## config.mk

```make
export PLATFORM = sky130hd
export DESIGN_NAME = delay_wakeup_timer_queue
export DESIGN_NICKNAME = d
export VERILOG_FILES = /design/src/hdl/dwtq_pkg.sv /design/src/hdl/delay_wakeup_timer_queue.sv /design/src/hdl/dwtq_ctrl.sv /design/src/hdl/dwtq_dp.sv
export SDC_FILE = /design/constraint.sdc
export NUM_CORES = 2
export LEC_CHECK = 0
export BUFFER_PORTS_ARGS = -buffer_cell sky130_fd_sc_hd__buf_2
export CORE_AREA = 2 2 466 468
export CTS_CLUSTER_DIAMETER = 60
export DETAILED_ROUTE_END_ITERATION = 16
export DIE_AREA = 0 0 468 470
export SYNTH_ARGS = -nofsm -noshare
export SYNTH_HDL_FRONTEND = slang
export SYNTH_SLANG_ARGS = --single-unit
export TNS_END_PERCENT = 10
```

## constraint.sdc

```tcl
create_clock -name clk -period 3.9 [get_ports clk]
set_input_delay 0.195 -clock clk [delete_from_list [all_inputs] [get_ports clk]]
set_output_delay 0.195 -clock clk [all_outputs]
set_load 0.01 [all_outputs]
```

## src/hdl/dwtq_pkg.sv

```systemverilog
// Package: shared constants, codes, state and control types for the timer queue.
`default_nettype none
package dwtq_pkg;
  localparam int QUEUE_DEPTH  = 32;
  localparam int TASK_ID_BITS = 16;

  localparam logic [1:0] ST_NOTIFY = 2'd0;
  localparam logic [1:0] ST_WOKEN  = 2'd1;
  localparam logic [1:0] ST_DROP   = 2'd2;

  typedef enum logic [2:0] {
    S_IDLE,
    S_INS_RD,
    S_INS_CMP,
    S_REL_RD,
    S_REL_CMP,
    S_FLUSH
  } state_t;

  typedef struct packed {
    logic latch;
    logic rd_ins;
    logic rd_head;
    logic wr_shift;
    logic wr_new;
    logic pop;
    logic flush;
  } cmd_t;

  typedef struct packed {
    logic req_store;
    logic pos_zero;
    logic ins_gt;
    logic empty;
    logic rel_ok;
  } stat_t;
endpackage
`default_nettype wire

```

## src/hdl/delay_wakeup_timer_queue.sv

```systemverilog
// Top level: sleep/wake timer queue, controller plus datapath.
// An item keeps busy high from acceptance until its steps are done: entries shifted on
// insert, then entries woken, one read-compare round trip of the entry memory per step,
// then a flush. Results come each for one cycle on strobe, the last one in the first
// cycle that busy is low; the receiver cannot stall.
// Synchronous reset empties the queue; memory contents are left undefined.
`default_nettype none
module delay_wakeup_timer_queue #(
  parameter int QUEUE_DEPTH  = dwtq_pkg::QUEUE_DEPTH,
  parameter int TASK_ID_BITS = dwtq_pkg::TASK_ID_BITS
) (
  input  wire logic        clk,
  input  wire logic        rst,
  input  wire logic        start,
  output logic             busy,
  input  wire logic        req_type,
  input  wire logic [15:0] task_id,
  input  wire logic [31:0] delay_ms,
  input  wire logic [31:0] now_ms,
  output logic             strobe,
  output logic [1:0]       status,
  output logic [15:0]      reply_task,
  output logic             last
);
  dwtq_pkg::cmd_t  cmd;
  dwtq_pkg::stat_t st;

  dwtq_ctrl u_ctrl (
    .clk   (clk),
    .rst   (rst),
    .start (start),
    .busy  (busy),
    .st    (st),
    .cmd   (cmd)
  );

  dwtq_dp #(
    .QUEUE_DEPTH  (QUEUE_DEPTH),
    .TASK_ID_BITS (TASK_ID_BITS)
  ) u_dp (
    .clk        (clk),
    .rst        (rst),
    .req_type   (req_type),
    .task_id    (task_id),
    .delay_ms   (delay_ms),
    .now_ms     (now_ms),
    .cmd        (cmd),
    .st         (st),
    .strobe     (strobe),
    .status     (status),
    .reply_task (reply_task),
    .last       (last)
  );
endmodule
`default_nettype wire

```

## src/hdl/dwtq_ctrl.sv

```systemverilog
// Controller: sequences insertion and release steps for one item.
`default_nettype none
module dwtq_ctrl (
  input  wire logic           clk,
  input  wire logic           rst,
  input  wire logic           start,
  output logic                busy,
  input  wire dwtq_pkg::stat_t st,
  output dwtq_pkg::cmd_t       cmd
);
  dwtq_pkg::state_t state, state_next;

  always_ff @(posedge clk) begin
    if (rst) state <= dwtq_pkg::S_IDLE;
    else     state <= state_next;
  end

  always_comb begin
    state_next = state;
    cmd        = '0;
    busy       = (state != dwtq_pkg::S_IDLE);
    case (state)
      dwtq_pkg::S_IDLE: begin
        if (start) begin
          cmd.latch  = 1'b1;
          state_next = st.req_store ? dwtq_pkg::S_INS_RD : dwtq_pkg::S_REL_RD;
        end
      end
      dwtq_pkg::S_INS_RD: begin
        if (st.pos_zero) begin
          cmd.wr_new = 1'b1;
          state_next = dwtq_pkg::S_REL_RD;
        end else begin
          cmd.rd_ins = 1'b1;
          state_next = dwtq_pkg::S_INS_CMP;
        end
      end
      dwtq_pkg::S_INS_CMP: begin
        if (st.ins_gt) begin
          cmd.wr_shift = 1'b1;
          state_next   = dwtq_pkg::S_INS_RD;
        end else begin
          cmd.wr_new = 1'b1;
          state_next = dwtq_pkg::S_REL_RD;
        end
      end
      dwtq_pkg::S_REL_RD: begin
        if (st.empty) begin
          state_next = dwtq_pkg::S_FLUSH;
        end else begin
          cmd.rd_head = 1'b1;
          state_next  = dwtq_pkg::S_REL_CMP;
        end
      end
      dwtq_pkg::S_REL_CMP: begin
        if (st.rel_ok) begin
          cmd.pop    = 1'b1;
          state_next = dwtq_pkg::S_REL_RD;
        end else begin
          state_next = dwtq_pkg::S_FLUSH;
        end
      end
      dwtq_pkg::S_FLUSH: begin
        cmd.flush  = 1'b1;
        state_next = dwtq_pkg::S_IDLE;
      end
      default: state_next = dwtq_pkg::S_IDLE;
    endcase
  end
endmodule
`default_nettype wire

```

## src/hdl/dwtq_dp.sv

```systemverilog
// Datapath: sorted circular entry memory, request registers and result register.
`default_nettype none
module dwtq_dp #(
  parameter int QUEUE_DEPTH  = dwtq_pkg::QUEUE_DEPTH,
  parameter int TASK_ID_BITS = dwtq_pkg::TASK_ID_BITS
) (
  input  wire logic        clk,
  input  wire logic        rst,
  input  wire logic        req_type,
  input  wire logic [15:0] task_id,
  input  wire logic [31:0] delay_ms,
  input  wire logic [31:0] now_ms,
  input  wire dwtq_pkg::cmd_t cmd,
  output dwtq_pkg::stat_t     st,
  output logic             strobe,
  output logic [1:0]       status,
  output logic [15:0]      reply_task,
  output logic             last
);
  localparam int PW = (QUEUE_DEPTH > 1) ? $clog2(QUEUE_DEPTH) : 1;
  localparam int CW = $clog2(QUEUE_DEPTH + 1);
  localparam int TB = TASK_ID_BITS;
  localparam int EW = 32 + TB;

  logic [EW-1:0] mem [QUEUE_DEPTH];
  logic [EW-1:0] rdata;
  logic [PW-1:0] head;
  logic [CW-1:0] count;
  logic [CW-1:0] pos;
  logic [TB-1:0] q_task;
  logic [31:0]   q_wake;
  logic [31:0]   q_now;
  logic [1:0]    pend_status;
  logic [TB-1:0] pend_task;
  logic          have_pend;
  logic [TB-1:0] in_task;
  logic [15:0]   out_task;
  logic [CW-1:0] pos_m1;
  logic [PW-1:0] addr_pos, addr_pm1;
  logic [PW:0]   sum_pos, sum_pm1;

  always_comb begin
    for (int i = 0; i < TB; i++) in_task[i] = (i < 16) ? task_id[i] : 1'b0;
    for (int i = 0; i < 16; i++) out_task[i] = (i < TB) ? pend_task[i] : 1'b0;
  end

  assign pos_m1  = pos - CW'(1);
  assign sum_pos = {1'b0, head} + (PW+1)'(pos);
  assign sum_pm1 = {1'b0, head} + (PW+1)'(pos_m1);
  assign addr_pos = (sum_pos >= (PW+1)'(QUEUE_DEPTH)) ?
                    PW'(sum_pos - (PW+1)'(QUEUE_DEPTH)) : PW'(sum_pos);
  assign addr_pm1 = (sum_pm1 >= (PW+1)'(QUEUE_DEPTH)) ?
                    PW'(sum_pm1 - (PW+1)'(QUEUE_DEPTH)) : PW'(sum_pm1);

  assign st.req_store = req_type && (count != CW'(QUEUE_DEPTH));
  assign st.pos_zero  = (pos == '0);
  assign st.ins_gt    = rdata[EW-1:TB] > q_wake;
  assign st.empty     = (count == '0);
  assign st.rel_ok    = rdata[EW-1:TB] <= q_now;

  always_ff @(posedge clk) begin
    if (cmd.wr_shift) mem[addr_pos] <= rdata;
    else if (cmd.wr_new) mem[addr_pos] <= {q_wake, q_task};
    if (cmd.rd_ins) rdata <= mem[addr_pm1];
    else if (cmd.rd_head) rdata <= mem[head];
  end

  always_ff @(posedge clk) begin
    if (cmd.latch) begin
      q_task <= in_task;
      q_wake <= now_ms + delay_ms;
      q_now  <= now_ms;
      pos    <= count;
    end else if (cmd.wr_shift) begin
      pos <= pos_m1;
    end
  end

  always_ff @(posedge clk) begin
    if (rst) begin
      head      <= '0;
      count     <= '0;
      have_pend <= 1'b0;
      strobe    <= 1'b0;
    end else begin
      strobe <= 1'b0;
      if (cmd.latch) begin
        have_pend   <= !(req_type && (count != CW'(QUEUE_DEPTH)));
        pend_status <= req_type ? dwtq_pkg::ST_DROP : dwtq_pkg::ST_NOTIFY;
        pend_task   <= in_task;
      end
      if (cmd.wr_new) count <= count + CW'(1);
      if (cmd.pop) begin
        head        <= (head == PW'(QUEUE_DEPTH - 1)) ? '0 : head + PW'(1);
        count       <= count - CW'(1);
        strobe      <= have_pend;
        status      <= pend_status;
        reply_task  <= out_task;
        last        <= 1'b0;
        have_pend   <= 1'b1;
        pend_status <= dwtq_pkg::ST_WOKEN;
        pend_task   <= rdata[TB-1:0];
      end
      if (cmd.flush) begin
        strobe     <= have_pend;
        status     <= pend_status;
        reply_task <= out_task;
        last       <= 1'b1;
        have_pend  <= 1'b0;
      end
    end
  end

  a_count_range: assert property (@(posedge clk) disable iff (rst)
    count <= CW'(QUEUE_DEPTH)) else $error("entry count out of range");
  a_head_range: assert property (@(posedge clk) disable iff (rst)
    head < PW'(QUEUE_DEPTH) || QUEUE_DEPTH == (1 << PW)) else $error("head out of range");
  a_pop_count: assert property (@(posedge clk) disable iff (rst)
    cmd.pop |=> count == $past(count) - CW'(1)) else $error("pop did not drop count");
  a_flush_clear: assert property (@(posedge clk) disable iff (rst)
    cmd.flush |=> !have_pend) else $error("pending result kept after flush");
endmodule
`default_nettype wire

```

# After elaboration in Yosys (flattened, before gate mapping)
# Memory sizes are Yosys's and may differ from the RTL's. A register that Yosys moved wholly into a read port is not among the register bits.
# Index checks and enable logic that the tools add are counted.
# Widths: inputs -> output; s select.
# word_totals
register_bits,187
ramBits,1536
memories,1
# memory_table
name,depth,word_bits,read_ports,rd_ports_with_merged_regs,wr,line_no,source
u_dp.mem,32,48,2,1,1,dwtq_dp.sv:25,logic [EW-1:0] mem [QUEUE_DEPTH];
# classes
n_addsub,9
magnitude_cmp,4
n_eq_ne,8
mux,51
n_bitwise,2
n_reduce_logical,14
# op_table
op,count
$mux 48,3
$mux 16,4
$add 32x32->32,1
$gt 32x32->1,1
$le 32x32->1,1
$mux 1,25
$mux 5,5
$mux 6,4
$pmux 3 s5,1
$add 5x6->6,2
$ge 6x6->1 const B,2
$logic_not 6->1,2
$mux 2,6
$sub 6x1->6 const B,2
$reduce_bool 2->1,5
$sub 5x1->5 const B,2
$add 6x1->6 const B,1
$eq 3x2->1 const B,2
$eq 3x3->1 const B,2
$mux 3,2
$ne 6x6->1 const B,1
$add 5x1->5 const B,1
$eq 5x5->1 const B,1
$reduce_and 2->1,2
other kinds (10),10

# Longest topological paths before layout
# logic_depth
depth_word,7
mapped_depth,17

# Cells and area by module
# From an unflattened synthesis, not the netlist that was laid out.
# hier_totals
cells_unflattened,3886
area_unflattened_um2,81021.5
# modules_own_cells
module,instances,cells_per_inst,area_per_inst_um2
dwtq_dp,1,3853,80760.0
dwtq_ctrl,1,33,261.5

# Worst setup path after synthesis
# Ideal clock, no wire load.
# synth_timing
path_type,reg2reg
from,reg u_dp.pos[0]
to,"mem u_dp.mem[1][0] (netlist name), enable pin"
setup_time_ns,0.454
t_arrival_ns,3.855
required_time_ns,3.446
slack_ns,-0.408
path_stages_with_launch,9
path_buffers,4
cell_sequence,edfxtp_1 inv_1 ha_1 buf_2 clkbuf_1 buf_2 or3_1 clkbuf_1 nor2_1
# synth_between
elab_chain_cells,7
elab_cells_between_ends,11
cone_classes,add/sub (2); order compare (1); mux (6); bitwise (1); reduce/logical (1)
# synth_rtl
item,line_no,source
from (decl),dwtq_dp.sv:29,logic [CW-1:0] pos;
from (signal assigned),dwtq_dp.sv:73,pos <= count;
from (signal assigned),dwtq_dp.sv:75,pos <= pos_m1;
"parallel branches: the longest is 7 deep, another holds $add 5x6->6",n/a,
to (decl),dwtq_dp.sv:25,
# Parallel ways; which one is timed is not known.

# Worst setup path after layout
# layout_timing
from,reg u_dp.rdata[31]
to,"mem u_dp.mem[20][14] (netlist name), data pin"
# layout_between
elab_chain_cells,7
elab_cells_between_ends,9
cone_classes,order compare (1); mux (8)
# layout_rtl
item,line_no,source
from (decl),dwtq_dp.sv:26,logic [EW-1:0] rdata;
from (signal assigned),dwtq_dp.sv:64,if (cmd.rd_ins) rdata <= mem[addr_pm1];
from (signal assigned),dwtq_dp.sv:65,else if (cmd.rd_head) rdata <= mem[head];
$gt 32x32->1 (*),dwtq_dp.sv:57,assign st.ins_gt = rdata[EW-1:TB] > q_wake;
$mux 1,dwtq_ctrl.sv:39,if (st.ins_gt) begin
$pmux 1 s2,dwtq_ctrl.sv:22,case (state)
$mux 1,dwtq_dp.sv:63,"else if (cmd.wr_new) mem[addr_pos] <= {q_wake, q_task};"
$mux 1 (*),dwtq_dp.sv:62,if (cmd.wr_shift) mem[addr_pos] <= rdata;
$mux 1 (implied by the code) (*),dwtq_dp.sv:63,
$mux 48 (no line) (*),n/a,
# Every way passes the cells marked *; elsewhere a longest branch is shown, timed or not.

==> results.md <==
- Area growth syn-to-layout: 17.8%
- EDFF count, synth: 1707
- WHS Path Cells: 4
- Number of setup violations in the final report: 0
- Top Ports: 105
- Status: completed
- Fraction of registers with async set/reset: 0
- Worst R2R Path Depth: 11
- Crit path top cell by count: buf_4
- GRT Util Overall: 0.219
- Critical path fanouts, max: 32
- Sequential area share after synthesis: 0.637
- Initial Utilization: 0.376
- Max-cap violations: 0
- Prevailing post-synth register cell: edfxtp_1
- Core Rows: 171
- Syn Nets: 4170
- Crit-path cells: buf_4 > ha_1 > nand4_1 > or4_4 > a21oi_1 > or3_1 > a31oi_1 > a21oi_4 > buf_4 > clkbuf_16 > mux2_2
- Final period util: 0.976
- Mapped Area: 0.0811 mm²
- R2r setup slk: 0.09 ns
- WL met2: 116000 µm
- Family with the most delay on the worst path: simple AND/OR/NAND/NOR gates
- Uppermost layer routed: met5
- P_leak: 30.1 nW
- Max Fclk: 0.263 GHz
- Clk buf depth: 3
- CTS sink count: 1728
- RR Startpoint: u_dp.rdata[31]
- DRC Markers: 0
- Vias per cell: 6.26
- Leading cell type in the layout, fill and taps excluded: edfxtp_1
- M1 WL: 95800 µm
- Most frequent cells in the layout: 1707 x edfxtp_1, 960 x mux4_2, 188 x clkbuf_16
- CTS clock-pin slew for the worst setup and hold paths: 0.06 ns
- Area of the multi-input gates: 0.0283 mm²
- CTS tree: built
- Setup Crit Path Kind: reg -> reg
- Filler Cells Inserted: 18100
- Die Span Y: 470 µm
- Metal3 WL: 22700 µm
- Drt total wl: 242000 µm
- CP bufs+invs: 3
- Start point of the critical path: u_dp.rdata[31]
- Min Hold Slack: 0.0495 ns
- DR WL/cell: 32.8 µm
- First-pass GRT wire length: 345000 µm
- Final ANT Viol Nets: 0
- Antenna violations before repair: 6
- Layout cells sized above 1: 0.385
- IO Port Bufs: 104
- Clock root buffer: clkbuf_16
- Setup TNS Final: 0 ns
- Nets@finish: 4569
- DR pass1 iterations: 5
- Die X: 468 µm
- Largest stage delay, worst path: 0.61 ns
- Worst-skew pair later-pin latency: 0.86 ns
- Max rail drop VDD: 0.000530 V
- Tightest Hold Check Type: in -> reg
- Post-DP HPWL: 139000 µm
- Worst Path Required: 4.42 ns
- Largest net degree at the start of global routing: 67
- Area of the die: 0.220 mm²
- CP Data Arrival Time: 4.32 ns
- Overflow after GRT: 0
- Initial DRC Count: 5684
- Crit path capture: u_dp.mem[20][14]
- Slowest CP cell: or4_4
- Skew final: 0.0481 ns
- Post-synthesis cell count: 3971
- CTS HTree Levels: 4
- RSZ-0062 raised after global routing: yes
- Vias: 46100
- GP Congestion: 0.798
- Pwr Density: 565 mW/mm²
- Final Hold Viols: 0
- Min cycle time layout: 3.81 ns
- Slew Limit Fails: 0
- Post-Syn Area per Cell: 20.4 µm²
- Crit path capture type: register
- Max-Slew Margin vs Limit: 0.358
- R2r endpoint: u_dp.mem[20][14]
- Netlist cell types: 64
- CP Depth: 11
- Core area: 0.216 mm²
- Cts bufs inserted: 184
- Startpoint types: register
- Yosys warning count: 0
- #FFs+latches synth: 1728
- Vias in the first global route: 46700
- Slew @ Worst Pin: 0.963 ns
- Reg area: 0.0517 mm²
layout make-up:
type	count	area share
inverters	96	0.00379
multi-input cells	1879	0.296
clock buffers	217	0.0503
well taps	2854	0.0373
diodes	3	0.0000785
repair buffers	481	0.0590
flip-flops and latches	1728	0.541
clock inverters	110	0.0129
synthesized netlist by cell type, types with 13 or more instances:
library cell / number / area [µm²]
mux4_2: 960 / 21600
nor3_1: 17 / 85.1
nand4_1: 23 / 144
nand3_1: 15 / 75.1
inv_1: 96 / 360
buf_4: 22 / 165
nand2_1: 170 / 638
nor2b_1: 60 / 375
ha_1: 111 / 1390
buf_1: 30 / 113
a31oi_1: 54 / 338
xor2_1: 14 / 123
clkbuf_1: 139 / 522
buf_2: 64 / 320
mux2_2: 34 / 383
xnor2_1: 26 / 228
a211oi_1: 56 / 420
a21o_1: 30 / 225
edfxtp_1: 1707 / 51300
o21ai_0: 58 / 290
a21oi_1: 72 / 360
buf_6: 13 / 146
nor2_1: 78 / 293
dfxtp_1: 21 / 420
sequential cells by signal, summed over array words and instances (netlist names), 3 cells and up, named ones only:
register	flops
u_dp.out_task	16
u_dp.reply_task	16
u_ctrl.state	3
u_dp.mem	1536
u_dp.pos	6
u_dp.q_now	32
u_dp.q_wake	32
u_dp.head	5
u_dp.q_task	16
u_dp.rdata	48
u_dp.count	6
power breakdown:
part	total, mW	switching (mW)	internal (mW)
clock network	17.7	7.49	10.2
registers	22.4	0.236	22.2
logic	13.8	7.46	6.37
total	54.0	15.2	38.8
layer usage:
| metal | up-vias | GRT usage |
|---|---|---|
| met5 | - | 0 |
| met4 | 2 | 0.0645 |
| met3 | 429 | 0.0489 |
| met2 | 2739 | 0.348 |
| met1 | 25000 | 0.302 |
| li1 | 18000 | - |
through the flow:
step | area [µm²] | total power [mW] | instances | util | worst slack (ns)
after global routing | 95600 | 55.9 | 7366 | 0.443 | -0.0765
after global placement | 88600 | 36.5 | 6951 | 0.411 | -0.123
after CTS | 95500 | 54.3 | 7363 | 0.443 | 0.0438
after detailed placement | 88600 | 36.6 | 6951 | 0.411 | -0.102
after floorplan | 81100 | 31.3 | 3971 | - | -0.408
final | 95600 | 54.0 | 7368 | 0.443 | 0.0924
cell families after synthesis:
kind of cell,Yosys count,share of synthesized area
xor gates and xnor gates,40,0.00432
adders and majority gates,115,0.0181
buffers and inverters,364,0.0200
DFF,1728,0.637
muxes,997,0.272
AOI/OAI and AO/OA,320,0.0254
and+or+nand+nor,407,0.0236
worst min path at each step:
stage	from	to	slack, ns
detailed placement	task_id[10]	u_dp.q_task[10]	0.39
finish	delay_ms[26]	u_dp.q_wake[28]	0.05
CTS	delay_ms[29]	u_dp.q_wake[30]	0.0004
global placement	task_id[11]	u_dp.q_task[11]	0.39
global route	task_id[9]	u_dp.q_task[9]	0.05
floorplan	now_ms[0]	u_dp.q_now[0]	0.29
worst register-to-register path: stages (launching register included):
cell	delay (ns)
edfxtp_1	0.40
buf_4	0.15
ha_1	0.32
nand4_1	0.20
or4_4	0.61
a21oi_1	0.20
or3_1	0.14
a31oi_1	0.18
a21oi_4	0.24
buf_4	0.21
clkbuf_16	0.26
mux2_2	0.57
what timing repair did:
| action | CTS | global route |
|---|---|---|
| hold endpoints to repair | 112 | 0 |
| resized for setup | 4 | 8 |
| endpoints found under the setup margin | 1 | 209 |
| pin swaps | 2 | 4 |
| buffers inserted | 0 | 1 |
| cloned | 0 | 1 |
| hold buffers | 85 | 0 |
(Power assumes the default switching activity.)
